## src/rtl/cln_pkg.sv

```systemverilog
// Package for the command line normalizer: character codes, slot layout of
// one burst of output words, and the neighbor rule function. No dependencies.
`default_nettype none

package cln_pkg;

  localparam logic [7:0] CharHash  = 8'h23;
  localparam logic [7:0] CharLt    = 8'h3C;
  localparam logic [7:0] CharGt    = 8'h3E;
  localparam logic [7:0] CharPipe  = 8'h7C;
  localparam logic [7:0] CharAmp   = 8'h26;
  localparam logic [7:0] CharSemi  = 8'h3B;
  localparam logic [7:0] CharNl    = 8'h0A;
  localparam logic [7:0] CharSpace = 8'h20;

  // One input word yields at most seven output words, each in a fixed slot.
  localparam int unsigned NumSlots = 7;
  localparam int unsigned SlotIdxW = $clog2(NumSlots);

  localparam int unsigned SlotPre1  = 0;
  localparam int unsigned SlotChar1 = 1;
  localparam int unsigned SlotPost1 = 2;
  localparam int unsigned SlotPre2  = 3;
  localparam int unsigned SlotChar2 = 4;
  localparam int unsigned SlotPost2 = 5;
  localparam int unsigned SlotNl    = 6;

  typedef struct packed {
    logic pre;
    logic emit;
    logic post;
  } dec_t;

  typedef struct packed {
    logic [NumSlots-1:0]       en;
    logic [NumSlots-1:0][7:0]  bytes;
    logic                      mark;
  } burst_t;

  // Decides what a held character becomes, given its raw predecessor and
  // its successor.
  function automatic dec_t decide(input logic [7:0] c, input logic [7:0] p,
                                  input logic [7:0] s, input logic first,
                                  input logic last);
    dec_t r;
    r = '0;
    if (c == CharSpace) begin
      r.emit = !(first || (p == CharSpace));
    end else if (c inside {CharLt, CharSemi}) begin
      r.emit = 1'b1;
      r.pre  = !first && (p != CharSpace);
      r.post = !last && (s != CharSpace);
    end else if (c inside {CharGt, CharPipe}) begin
      r.emit = 1'b1;
      r.pre  = !first && (p != CharSpace) && (p != c);
      r.post = !last && (s != CharSpace) && (s != c);
    end else if (c == CharAmp) begin
      r.emit = 1'b1;
      r.pre  = !first && (p != CharSpace) && (last || (s == CharAmp));
      r.post = !first && !last && (s != CharSpace) && (p == CharAmp);
    end else begin
      r.emit = 1'b1;
    end
    return r;
  endfunction

endpackage

`default_nettype wire

```

## src/rtl/cln_if.sv

```systemverilog
// Valid/ready channel interfaces for the command line normalizer.
// Depends on nothing.
`default_nettype none

interface cln_in_if;
  logic       valid;
  logic       ready;
  logic [7:0] in_byte;
  logic       in_last;

  modport source (output valid, output in_byte, output in_last, input ready);
  modport sink (input valid, input in_byte, input in_last, output ready);
endinterface

interface cln_out_if;
  logic       valid;
  logic       ready;
  logic [7:0] out_byte;
  logic       out_last;

  modport source (output valid, output out_byte, output out_last, input ready);
  modport sink (input valid, input out_byte, input out_last, output ready);
endinterface

`default_nettype wire

```

## src/rtl/cln_front.sv

```systemverilog
// Line state and decode: turns one accepted input word into a burst of
// output slots. Depends on cln_pkg.
`default_nettype none

module cln_front (
  input  wire logic            clk_i,
  input  wire logic            rst_ni,
  input  wire logic            accept_i,
  input  wire logic [7:0]      in_byte_i,
  input  wire logic            in_last_i,
  output cln_pkg::burst_t      burst_o
);

  logic [7:0] held_char_q, held_char_d;
  logic       held_valid_q, held_valid_d;
  logic       held_first_q, held_first_d;
  logic [7:0] prev_char_q, prev_char_d;
  logic       comment_q, comment_d;
  logic       last_nl_q, last_nl_d;

  cln_pkg::dec_t d1;
  cln_pkg::dec_t d2;
  logic          mark_hash;
  logic          need_nl;

  always_comb begin
    held_char_d  = held_char_q;
    held_valid_d = held_valid_q;
    held_first_d = held_first_q;
    prev_char_d  = prev_char_q;
    comment_d    = comment_q;
    last_nl_d    = last_nl_q;
    d1           = '0;
    d2           = '0;
    mark_hash    = 1'b0;
    need_nl      = 1'b0;

    if (!comment_q) begin
      if (held_valid_q) begin
        d1 = cln_pkg::decide(held_char_q, prev_char_q, in_byte_i, held_first_q, 1'b0);
        if (d1.emit) begin
          last_nl_d = !d1.post && (held_char_q == cln_pkg::CharNl);
        end
        prev_char_d  = held_char_q;
        held_first_d = 1'b0;
        held_valid_d = 1'b0;
      end
      if (in_byte_i == cln_pkg::CharHash) begin
        comment_d = 1'b1;
        mark_hash = held_valid_q && (held_char_q == cln_pkg::CharNl);
      end else begin
        held_char_d  = in_byte_i;
        held_valid_d = 1'b1;
      end
    end

    if (in_last_i) begin
      if (held_valid_d) begin
        d2 = cln_pkg::decide(held_char_d, prev_char_d, 8'h00, held_first_d, 1'b1);
        if (d2.emit) begin
          last_nl_d = !d2.post && (held_char_d == cln_pkg::CharNl);
        end
      end
      need_nl = !last_nl_d;
    end

    burst_o.en[cln_pkg::SlotPre1]     = d1.pre;
    burst_o.en[cln_pkg::SlotChar1]    = d1.emit;
    burst_o.en[cln_pkg::SlotPost1]    = d1.post;
    burst_o.en[cln_pkg::SlotPre2]     = d2.pre;
    burst_o.en[cln_pkg::SlotChar2]    = d2.emit;
    burst_o.en[cln_pkg::SlotPost2]    = d2.post;
    burst_o.en[cln_pkg::SlotNl]       = need_nl;
    burst_o.bytes[cln_pkg::SlotPre1]  = cln_pkg::CharSpace;
    burst_o.bytes[cln_pkg::SlotChar1] = held_char_q;
    burst_o.bytes[cln_pkg::SlotPost1] = cln_pkg::CharSpace;
    burst_o.bytes[cln_pkg::SlotPre2]  = cln_pkg::CharSpace;
    burst_o.bytes[cln_pkg::SlotChar2] = held_char_d;
    burst_o.bytes[cln_pkg::SlotPost2] = cln_pkg::CharSpace;
    burst_o.bytes[cln_pkg::SlotNl]    = cln_pkg::CharNl;
    burst_o.mark                      = in_last_i || mark_hash;
  end

  always_ff @(posedge clk_i or negedge rst_ni) begin
    if (!rst_ni) begin
      held_char_q  <= 8'h00;
      held_valid_q <= 1'b0;
      held_first_q <= 1'b1;
      prev_char_q  <= 8'h00;
      comment_q    <= 1'b0;
      last_nl_q    <= 1'b0;
    end else if (accept_i) begin
      if (in_last_i) begin
        held_char_q  <= 8'h00;
        held_valid_q <= 1'b0;
        held_first_q <= 1'b1;
        prev_char_q  <= 8'h00;
        comment_q    <= 1'b0;
        last_nl_q    <= 1'b0;
      end else begin
        held_char_q  <= held_char_d;
        held_valid_q <= held_valid_d;
        held_first_q <= held_first_d;
        prev_char_q  <= prev_char_d;
        comment_q    <= comment_d;
        last_nl_q    <= last_nl_d;
      end
    end
  end

endmodule

`default_nettype wire

```

## src/rtl/cln_serial.sv

```systemverilog
// Burst register and output register: sends the filled slots of a burst
// one word per cycle while the output is not stalled, lowest slot first. Depends on cln_pkg and cln_if.
`default_nettype none

module cln_serial (
  input  wire logic             clk_i,
  input  wire logic             rst_ni,
  input  wire logic             accept_i,
  input  wire cln_pkg::burst_t  burst_i,
  output logic                  space_o,
  cln_out_if.source             out_o
);

  logic [cln_pkg::NumSlots-1:0]      en_q, en_d;
  logic [cln_pkg::NumSlots-1:0][7:0] bytes_q;
  logic                              mark_q;

  logic                              out_valid_q;
  logic [7:0]                        out_byte_q;
  logic                              out_last_q;

  logic [cln_pkg::SlotIdxW-1:0]      idx;
  logic [cln_pkg::NumSlots-1:0]      pick;
  logic [cln_pkg::NumSlots-1:0]      rest;
  logic                              load;

  always_comb begin
    idx  = '0;
    pick = '0;
    for (int i = cln_pkg::NumSlots - 1; i >= 0; i--) begin
      if (en_q[i]) begin
        idx = cln_pkg::SlotIdxW'(i);
      end
    end
    pick[idx] = 1'b1;
    rest      = en_q & ~pick;
    load      = (|en_q) && (!out_valid_q || out_o.ready);
    space_o   = !(|en_q) || (load && (rest == '0));
    if (accept_i) begin
      en_d = burst_i.en;
    end else if (load) begin
      en_d = rest;
    end else begin
      en_d = en_q;
    end
  end

  always_ff @(posedge clk_i or negedge rst_ni) begin
    if (!rst_ni) begin
      en_q        <= '0;
      out_valid_q <= 1'b0;
    end else begin
      en_q <= en_d;
      if (load) begin
        out_valid_q <= 1'b1;
      end else if (out_o.ready) begin
        out_valid_q <= 1'b0;
      end
    end
  end

  always_ff @(posedge clk_i) begin
    if (accept_i) begin
      bytes_q <= burst_i.bytes;
      mark_q  <= burst_i.mark;
    end
    if (load) begin
      out_byte_q <= bytes_q[idx];
      out_last_q <= mark_q && (rest == '0);
    end
  end

  assign out_o.valid    = out_valid_q;
  assign out_o.out_byte = out_byte_q;
  assign out_o.out_last = out_last_q;

endmodule

`default_nettype wire

```

## src/rtl/command_line_normalizer.sv

```systemverilog
// Top level of the command line normalizer: line decode plus word serializer.
// Depends on cln_pkg, cln_if, cln_front and cln_serial.
//
//   port    direction  payload             role
//   in_i    sink       in_byte, in_last    raw line, one character per word
//   out_o   source     out_byte, out_last  normalized line, one per word
//
// An input word yields at most seven output words, possibly none, and it
// occupies the block until each of them has been sent.
// The burst register frees up when its last slot moves into the output
// register, so the next input word is taken while that word waits.
// Reset clears the line state and all valid flags; a stalled output simply
// holds the burst and input ready stays low until the burst drains.
`default_nettype none

module command_line_normalizer (
  input  wire logic clk_i,
  input  wire logic rst_ni,
  cln_in_if.sink    in_i,
  cln_out_if.source out_o
);

  cln_pkg::burst_t burst;
  logic            space;
  logic            accept;

  assign in_i.ready = space;
  assign accept     = in_i.valid && space;

  cln_front u_front (
    .clk_i     (clk_i),
    .rst_ni    (rst_ni),
    .accept_i  (accept),
    .in_byte_i (in_i.in_byte),
    .in_last_i (in_i.in_last),
    .burst_o   (burst)
  );

  cln_serial u_serial (
    .clk_i    (clk_i),
    .rst_ni   (rst_ni),
    .accept_i (accept),
    .burst_i  (burst),
    .space_o  (space),
    .out_o    (out_o)
  );

endmodule

`default_nettype wire

```

## src/flat_wrapper.sv

```systemverilog
// flat-port wrapper written by rule: the top's interface ports become plain ports
module command_line_normalizer_flat 
  (clk_i, rst_ni, in_i_valid, in_i_in_byte, in_i_in_last, in_i_ready, out_o_valid, out_o_out_byte, out_o_out_last, out_o_ready);
  cln_in_if in_i_i ();
  cln_out_if out_o_i ();
  input  wire logic clk_i;
  input  wire logic rst_ni;
  input wire logic [$bits(in_i_i.valid)-1:0] in_i_valid;
  input wire logic [$bits(in_i_i.in_byte)-1:0] in_i_in_byte;
  input wire logic [$bits(in_i_i.in_last)-1:0] in_i_in_last;
  output wire logic [$bits(in_i_i.ready)-1:0] in_i_ready;
  output wire logic [$bits(out_o_i.valid)-1:0] out_o_valid;
  output wire logic [$bits(out_o_i.out_byte)-1:0] out_o_out_byte;
  output wire logic [$bits(out_o_i.out_last)-1:0] out_o_out_last;
  input wire logic [$bits(out_o_i.ready)-1:0] out_o_ready;
  assign in_i_i.valid = in_i_valid;
  assign in_i_i.in_byte = in_i_in_byte;
  assign in_i_i.in_last = in_i_in_last;
  assign in_i_ready = in_i_i.ready;
  assign out_o_valid = out_o_i.valid;
  assign out_o_out_byte = out_o_i.out_byte;
  assign out_o_out_last = out_o_i.out_last;
  assign out_o_i.ready = out_o_ready;
  command_line_normalizer u_core (.clk_i(clk_i), .rst_ni(rst_ni), .in_i(in_i_i), .out_o(out_o_i));
endmodule
```

## config.mk

```make
export PLATFORM = sky130hd
export DESIGN_NAME = command_line_normalizer_flat
export DESIGN_NICKNAME = d
export VERILOG_FILES = /design/src/rtl/cln_pkg.sv /design/src/rtl/cln_if.sv /design/src/rtl/cln_front.sv /design/src/rtl/cln_serial.sv /design/src/rtl/command_line_normalizer.sv /design/src/flat_wrapper.sv
export SDC_FILE = /design/constraint.sdc
export NUM_CORES = 1
export LEC_CHECK = 0
export ABC_AREA = 1
export BUFFER_PORTS_ARGS = -buffer_cell sky130_fd_sc_hd__clkbuf_2
export CORE_MARGIN = 3
export CORE_UTILIZATION = 59
export CTS_BUF_LIST = sky130_fd_sc_hd__clkbuf_2 sky130_fd_sc_hd__clkbuf_4 sky130_fd_sc_hd__clkbuf_8
export DETAILED_ROUTE_END_ITERATION = 8
export PLACE_DENSITY = 0.77
export SLEW_MARGIN = 20
export SYNTH_ARGS = -nofsm -noshare
export SYNTH_HDL_FRONTEND = slang
export SYNTH_SLANG_ARGS = --single-unit
```

## constraint.sdc

```tcl
create_clock -name clk_i -period 5.7 [get_ports clk_i]
set_input_delay 0.57 -clock clk_i [delete_from_list [all_inputs] [get_ports clk_i]]
set_output_delay 0.57 -clock clk_i [all_outputs]
set_load 0.005 [all_outputs]
```

==> impl_metrics.yaml, run 1 <==
pwr:
  ir_worst_vdd_mv: 0.2701
  p_sw_share_pct: 48.70
  seq_power_share_pct: 36.0
  p_int_mw: 1.023
  p_clk_share_pct: 12.7
  combPwrFrac_pct: 51.3
  net-switching-power_mw: 0.9714
  p_leak_nw: 1.667
  p_per_area_nw_per_um2: 550.2
timing:
  finalSetupViolCount: 0
  max_freq_mhz: 368.9
  holdWs_ns: 0.3184
  worst_pin_slew_ns: 0.9010
  fin_crit_sh_pct: 47.55
  rsz0062_at_grt: "no"
  max_slew_margin_pct: 39.71
  skew_ns: 0.01056
  period_needed_ns: 2.710
  tns_ns: 0
  maxSlewViolCount: 0
  hold_viol_final: 0
global_routing:
  grt_pass1_vias: 2853
  grt_pass1_wl_um: 13150
  grt-ovfl-total: 0
  grt_usage_pct: 25.52
  antenna_found_initial: 0
  grt_max_degree: 54
worst_setup_path:
  worst_setup_path_end_kind: "primary output"
  start_kind: "flip-flop"
  regToRegSetupSlack_ns: 3.08
  cpMostUsedCell: "nor2_1"
  r2r_end: "u_core.u_serial.bytes_q[32]"
  cp.required_ns: 5.13
  cp_slowest_cell: "nor2_1"
  reg2reg_from: "u_core.u_serial.en_q[4]"
  critical_path_class: "flip-flop to primary output"
  ff2ff_path_depth: 8
  critPathArrivalTime_ns: 2.14
  crit_start: "u_core.u_serial.en_q[4]"
  critical-path-max-stage-delay_ns: 0.70
  crit_end: "in_i_ready"
  cp_max_fo: 12
  crit_chain: "nor2_4 > nand3_1 > nor2_1 > nor2_1 > nand2_1 > nand2_2 > clkbuf_2"
clocking:
  clk_latency_ns: 0.31
  cts_tree: "yes"
  ctsHoldBuffers: 0
  post_cts_buffers: 0
  cts_num_sinks: 54
  postCtsResizedCells: 0
  cts_max_level: 2
  clock_path_buffers: 2
  path_clk_slew_ns: 0.10
  cts_buffers: 5
  clock-root-buffer: "clkbuf_8"
drt:
  vias: 3076
  drc: 0
  wl_um: 7727
  drt_first_iter_violations: 229
  ant_nets: 0
  drt-vias-per-instance: 5.572
  dr.pass1.iters: 5
  routedWlPerCell_um: 14.00
synth:
  netlist-cell-type-count: 34
  synth-seq-cells: 54
  synth_top_area_cell: "edfxtp_1"
  synth_nets: 476
  synth_edf_count: 26
  synthFlopType: "dfrtp_1"
  async_flop_share_pct: 51.85
  synth_area_um2: 3421
  yosys_warnings: 0
  synth_area_leaders: "edfxtp_1, dfrtp_1, nand2_1, inv_1, nand3_1"
  netlist.area_leader.share_pct: 22.82
  ys_top_cells_by_count: "nand2_1, inv_1, nand3_1, nor2_1, dfrtp_1"
  syn_area_per_cell_um2: 7.388
  syn_inst: 463
  yosysMostFrequentCell: "nand2_1"
  yosysSeqAreaShare_pct: 43.34
cells_and_area:
  fillers: 497
  layout-drive-gt1-share_pct: 12.08
  antenna_cells: 0
  stdcell_count: 552
  final_util_pct: 65.03
  seq_area_um2: 1483
  area_growth_pct: 5.962
  fin_area_um2: 3625
  multiInputGateArea_um2: 1583
  nets: 492
floorplanning:
  start_util_pct: 61.37
  dieWidth_um: 82.15
  num_rows: 27
  coreArea_um2: 5574
  die_y_um: 82.15
  dieArea_um2: 6748
  ios: 24
placed_design:
  placed_area_um2: 3516
  dp_hpwl_um: 5895
  port_buffers: 23
  finalWeightedCongestion: 0.9615
  dp_cells: 544
min_path:
  hp-class: "input pin to asynchronous set/reset pin"
outcome:
  status: "completed"
job:
  maxCapViolations: 0
-- stage by stage --
stage | total power [mW] | worst slack [ns]
finish | 1.994 | 2.990
global route | 2.187 | 2.670
detailed placement | 1.732 | 3.057
floorplan | 1.495 | 3.615
global placement | 1.707 | 3.161
CTS | 1.991 | 2.950
-- flip-flops by register name, summed over array words and instances, names as in the netlist --
| signal | count |
|---|---|
| u_core.u_front.comment_q | 1 |
| u_core.u_front.held_char_q | 8 |
| u_core.u_front.held_first_q | 1 |
| u_core.u_front.held_valid_q | 1 |
| u_core.u_front.last_nl_q | 1 |
| u_core.u_front.prev_char_q | 8 |
| u_core.u_serial.bytes_q | 16 |
| u_core.u_serial.en_q | 7 |
| u_core.u_serial.mark_q | 1 |
| u_core.u_serial.out_o.out_byte | 8 |
| u_core.u_serial.out_o.out_last | 1 |
| u_core.u_serial.out_o.valid | 1 |
-- critical path, delay by kind of cell (launching register included) --
kind                   cells  cell delay [ns]
buffers and inverters      1             0.12
flip-flops                 1             0.45
AND/OR/NAND/NOR            6             1.28
-- power by group through the flow --
stage          Sequential, mW  Combinational, mW  Clock [mW]
3_3_place_gp            0.719              0.988           0
5_1_grt                 0.738               1.17       0.277
3_5_place_dp            0.724               1.01           0
6_report                0.719               1.02       0.253
4_1_cts                 0.715               1.01       0.261
2_1_floorplan           0.655              0.839           0
-- cell usage in the layout (no fill, tap or decap), types with 5 or more instances in the layout --
cell and count:
nor2_1 42, edfxtp_1 26, nand4_1 7, o21ai_1 21, dfrtp_1 27, nand2_2 9, nand2_1 131, nor3_1 6
inv_1 61, o21ai_0 26, clkbuf_2 23, clkbuf_8 5, nand3_1 42, a21oi_1 14
-- area by class of cell --
cell class / instances / share of cell area, %
sequential: 54 / 40.90
clock inverter: 3 / 1.105
tap: 72 / 2.485
multi-input combinational: 331 / 43.67
clock buffer: 5 / 1.899
inverter: 64 / 6.766
timing repair buffer: 23 / 3.176
-- metal layers --
layer / vias up / global-route usage (%) / share of wire [%]
li1: 1539 / - / -
met1: 1408 / 33.61 / 44
met2: 110 / 41.92 / 47
met3: 19 / 3.471 / 6.0
met4: 0 / 11.46 / 3.6
met5: - / 0 / 0
-- worst min path at each step --
| stage | start | endpoint | slack (ns) |
|---|---|---|---|
| 3_3_place_gp | u_core.u_front.last_nl_q | u_core.u_front.last_nl_q | 0.51 |
| 3_5_place_dp | u_core.u_front.last_nl_q | u_core.u_front.last_nl_q | 0.51 |
| 4_1_cts | rst_ni | u_core.u_front.held_char_q[2] | 0.34 |
| 2_1_floorplan | rst_ni | u_core.u_front.comment_q | 0.27 |
| 6_report | rst_ni | u_core.u_front.held_char_q[2] | 0.32 |
| 5_1_grt | rst_ni | u_core.u_front.held_char_q[2] | 0.35 |
-- logic make-up (layout without fill, tap and decap cells) --
family                 Yosys count  count (layout)  synth area share, %
buffers and inverters           78              95                10.39
AO/OA/AOI/OAI                   68              68                10.83
AND/OR/NAND/NOR                255             255                33.39
flip-flops                      54              54                43.34
XOR/XNOR                         8               8                2.048
Note: power is estimated with default switching activity, not from simulation.
==> inputs of run 2 (changes only) <==
- clock period: 5.7 -> 2.6 ns (I/O delays scaled with it)
==> impl_metrics.yaml, run 2 (synthesized netlist as in run 1, its figures left out) <==
timing:
  period_needed_ns: 2.300
  max_freq_mhz: 434.7
  skew_ns: 0.007940
  maxSlewViolCount: 0
  hold_viol_final: 0
  worst_pin_slew_ns: 0.7682
  max_slew_margin_pct: 48.79
  rsz0062_at_grt: "no"
  holdWs_ns: 0.005558
  fin_crit_sh_pct: 88.47
  finalSetupViolCount: 0
  tns_ns: 0
drt:
  drc: 0
  vias: 3119
  dr.pass1.iters: 6
  ant_nets: 0
  routedWlPerCell_um: 14.93
  wl_um: 8287
  drt_first_iter_violations: 304
  drt-vias-per-instance: 5.620
cells_and_area:
  fillers: 491
  antenna_cells: 0
  fin_area_um2: 3631
  final_cell_mix: "nand2_1, inv_1, nor2_1, nand3_1, dfrtp_1"
  largest_reg_flops: 16
  final_common_cell: "nand2_1"
  area_growth_pct: 6.145
  layout-drive-gt1-share_pct: 12.63
  nets: 495
  regMostFlops: "u_core.u_serial.bytes_q"
global_routing:
  grt-ovfl-total: 0
  grt_pass1_vias: 2998
  grt_max_degree: 54
  grt_pass1_wl_um: 13840
  grt_usage_pct: 26.83
  antenna_found_initial: 0
floorplanning:
  dieWidth_um: 82.15
  ios: 24
  start_util_pct: 61.37
  dieArea_um2: 6748
  num_rows: 27
  die_y_um: 82.15
  coreArea_um2: 5574
clocking:
  cts_max_level: 2
  cts_num_sinks: 54
  postCtsResizedCells: 0
  path_clk_slew_ns: 0.10
  cts_tree: "yes"
  cts_buffers: 5
  ctsHoldBuffers: 0
  clk_latency_ns: 0.30
  clock-root-buffer: "clkbuf_8"
  post_cts_buffers: 0
  clock_path_buffers: 2
worst_setup_path:
  critPathArrivalTime_ns: 2.27
  crit_end: "u_core.u_serial.bytes_q[33]"
  critical-path-max-stage-delay_ns: 0.45
  critical_path_class: "flip-flop to flip-flop"
  cp.required_ns: 2.57
  ff2ff_path_depth: 9
  crit_start: "u_core.u_serial.en_q[3]"
  r2r_end: "u_core.u_serial.bytes_q[33]"
  crit_chain: "nor2_2 > nand2_1 > o21ai_0 > nand3_1 > nor2_1 > nand2_1 > nand2_2 > nand2_4 > inv_6"
  cp_slowest_cell: "dfrtp_1"
  start_kind: "flip-flop"
  cpMostUsedCell: "nand2_1"
  reg2reg_from: "u_core.u_serial.en_q[3]"
  worst_setup_path_end_kind: "flip-flop"
  regToRegSetupSlack_ns: 0.30
  cp_max_fo: 53
min_path:
  hp-class: "input pin to asynchronous set/reset pin"
outcome:
  status: "completed"
pwr:
  p_leak_nw: 1.666
  ir_worst_vdd_mv: 0.6408
  p_per_area_nw_per_um2: 1201
  finalPower_mw: 4.361
job:
  maxCapViolations: 0
placed_design:
  dp_hpwl_um: 6299
  finalWeightedCongestion: 0.9712
  port_buffers: 23
  placed_area_um2: 3538
-- run 2: per-layer routing --
metal	vias to the layer above	GRT usage [%]	share of wire, %
li1	1537	-	-
met1	1389	34.57	41
met2	165	45.32	47
met3	28	4.555	8.2
met4	0	9.967	3.2
met5	-	0	0
-- run 2: stage by stage --
step | cells | setup slack (ns) | utilization (%)
after global routing | 555 | 0.03707 | 65.14
after floorplan | 463 | 0.5146 | -
after global placement | 547 | 0.3141 | 63.48
after CTS | 555 | 0.2019 | 65.10
final | 555 | 0.2998 | 65.14
after detailed placement | 547 | 0.2232 | 63.48
-- run 2: worst max-delay path, delay by kind of cell, from the launching register on --
| kind | cells | cell delay [ns] |
|---|---|---|
| compound gates | 1 | 0.29 |
| simple gates | 7 | 0.86 |
| buf+inv | 1 | 0.32 |
| flops | 1 | 0.45 |
-- run 2: cell type report --
cell class              count  area (µm²)  share of cell area (%)
well taps                  72       90.09                   2.481
repair buffers             26       137.6                   3.790
flip-flops and latches     54        1483                   40.83
inverters                  64       247.7                   6.823
clock inverters             3       21.27                  0.5858
multi-input cells         331        1583                   43.59
clock buffers               5       68.82                   1.895
-- run 2: report_power, final --
part	switching, mW	internal [mW]	total (mW)
Sequential	0.364	1.24	1.60
Clock	0.281	0.190	0.471
Combinational	1.56	0.732	2.29
-- run 2: worst min-delay path by stage --
stage | startpoint | end | slack, ns | cells past startpoint
after floorplan | rst_ni | u_core.u_front.comment_q | -0.04 | 0
after global placement | rst_ni | u_core.u_serial.en_q[0] | 0.36 | 1
after detailed placement | rst_ni | u_core.u_serial.en_q[5] | 0.38 | 1
after CTS | rst_ni | u_core.u_serial.en_q[5] | 0.04 | 1
after global routing | rst_ni | u_core.u_serial.en_q[0] | 0.05 | 1
final | rst_ni | u_core.u_serial.en_q[0] | 0.006 | 1
==> inputs of run 3 (changes only) <==
--- a/config.mk
+++ b/config.mk
@@ -9,2 +9,3 @@
 export BUFFER_PORTS_ARGS = -buffer_cell sky130_fd_sc_hd__clkbuf_2
+export CORE_ASPECT_RATIO = 1.1
 export CORE_MARGIN = 3
==> constraint.sdc (replaced) <==
create_clock -name clk_i -period 2.8 [get_ports clk_i]
set_input_delay 0.28 -clock clk_i [delete_from_list [all_inputs] [get_ports clk_i]]
set_output_delay 0.28 -clock clk_i [all_outputs]
set_load 0.05 [all_outputs]
==> impl_metrics.yaml, run 3 (synthesized netlist as in run 1, its figures left out) <==
outcome:
  status: "completed"
drt:
  drt_first_iter_violations: 202
  ant_nets: 0
  routedWlPerCell_um: 14.81
  dr.pass1.iters: 6
  vias: 3073
  drc: 0
  drt-vias-per-instance: 5.537
  wl_um: 8222
worst_setup_path:
  critPathArrivalTime_ns: 2.68
  crit_chain: "inv_4 > nand2_2 > o21ai_0 > nand2_1 > nor3_1 > nand2_1 > nand2_1 > nand3_1 > nand2_1 > nor2_1 > a21oi_1 > nor2_1"
  critical-path-max-stage-delay_ns: 0.51
  cp.required_ns: 3.01
  worst_setup_path_end_kind: "flip-flop"
  cp_slowest_cell: "dfrtp_1"
  cpMostUsedCell: "nand2_1"
  cp_max_fo: 22
  cpLargestDelayFamily: "simple AND/OR/NAND/NOR gates"
  critical_path_class: "flip-flop to flip-flop"
  regToRegSetupSlack_ns: 0.33
  start_kind: "flip-flop"
  crit_buf_inv: 1
timing:
  fin_ws_ns: 0.3287
  period_needed_ns: 2.471
  fin_crit_sh_pct: 88.26
  max_freq_mhz: 404.6
  worst_pin_slew_ns: 0.7934
  rsz0062_at_grt: "no"
  tns_ns: 0
  finalSetupViolCount: 0
  max_slew_margin_pct: 47.11
  maxSlewViolCount: 0
  hold_viol_final: 0
  skew_ns: 0.01263
global_routing:
  grt-ovfl-total: 0
  antenna_found_initial: 0
  grt_pass1_vias: 3041
  grt_max_degree: 54
  grt_usage_pct: 26.29
  grt_pass1_wl_um: 14010
pwr:
  p_clk_share_pct: 11.2
  finalPower_mw: 4.244
  p_leak_nw: 1.660
  p_sw_share_pct: 52.74
  net-switching-power_mw: 2.238
  p_int_mw: 2.006
  seq_power_share_pct: 34.9
  combPwrFrac_pct: 53.9
  p_per_area_nw_per_um2: 1173
  ir_worst_vdd_mv: 0.5931
floorplanning:
  start_util_pct: 62.19
  num_rows: 28
  dieArea_um2: 6749
  ios: 24
  die_y_um: 85.86
  dieWidth_um: 78.60
  coreArea_um2: 5500
placed_design:
  dp_hpwl_um: 6125
  pre_cts_slack_ns: 0.2008
  port_buffers: 23
  finalWeightedCongestion: 0.9971
cells_and_area:
  nets: 492
  regMostFlops: "u_core.u_serial.bytes_q"
  area_growth_pct: 5.816
  multiInputGateArea_um2: 1585
  largest_reg_flops: 16
  seq_area_um2: 1483
  fillers: 507
  antenna_cells: 0
  final_cell_mix: "nand2_1, inv_1, nand3_1, nor2_1, dfrtp_1"
  layout-drive-gt1-share_pct: 12.29
  final_common_cell: "nand2_1"
clocking:
  cts_buffers: 5
  post_cts_buffers: 0
  clk_latency_ns: 0.32
  path_clk_slew_ns: 0.12
  cts_tree: "yes"
  clock-root-buffer: "clkbuf_8"
  cts_max_level: 2
  cts_num_sinks: 54
  ctsHoldBuffers: 0
  clock_path_buffers: 2
min_path:
  hp-class: "input pin to asynchronous set/reset pin"
job:
  maxCapViolations: 0
[run 3: cell count changes in the layout (fill, tap and decap cells not counted), sizes merged]
cell,previous run,this run
inv,64,65
buf,3,0
clkinvlp,1,0
[run 3: metal layers]
metal	track usage (%)	part of all wire [%]	vias to the layer above
met5	0	0	-
met1	33.36	42	1408
li1	-	-	1525
met4	12.40	3.4	0
met3	4.097	6.3	23
met2	44.02	49	117
[run 3: cell type report]
type	instances	area share, %
timing repair buffer	23	3.180
inverter	64	6.775
sequential	54	40.96
multi-input combinational	331	43.80
clock buffer	5	1.901
tap	75	2.592
clock inverter	3	0.7950
[run 3: power by group through the flow]
stage                     registers [mW]  logic, mW  clock network [mW]
after global placement              1.48       2.21                   0
after global routing                1.52       2.57               0.522
final                               1.48       2.29               0.476
after detailed placement            1.49       2.24                   0
after CTS                           1.47       2.26               0.480
after floorplan                     1.51       1.72                   0
[run 3: final timing paths]
path,start,endpoint,depth (start not counted)
min in group clk_i,out_o_ready,u_core.u_serial.out_o.valid,2
worst min-delay path,rst_ni,u_core.u_front.held_char_q[4],1
worst max-delay path,u_core.u_front.comment_q,u_core.u_serial.en_q[4],12
worst min register to register,u_core.u_front.last_nl_q,u_core.u_front.last_nl_q,2
max in group asynchronous,rst_ni,u_core.u_front.held_char_q[5],1
worst max register to register,u_core.u_front.comment_q,u_core.u_serial.en_q[4],12
[run 3: per-stage QoR]
stage                     util (%)  instances  hold slack [ns]  instance area (µm²)
after detailed placement     63.99        547           0.3903                 3520
after floorplan                  -        463         -0.01559                 3421
after global routing         65.81        555          0.05737                 3620
after CTS                    65.76        555          0.04846                 3617
after global placement       63.99        547           0.3717                 3520
final                        65.81        555          0.02708                 3620
[run 3: timing repair]
action | CTS | global route
resized for setup | 0 | 1
endpoints found under the hold margin | 0 | 0
endpoints found under the setup margin | 0 | 35
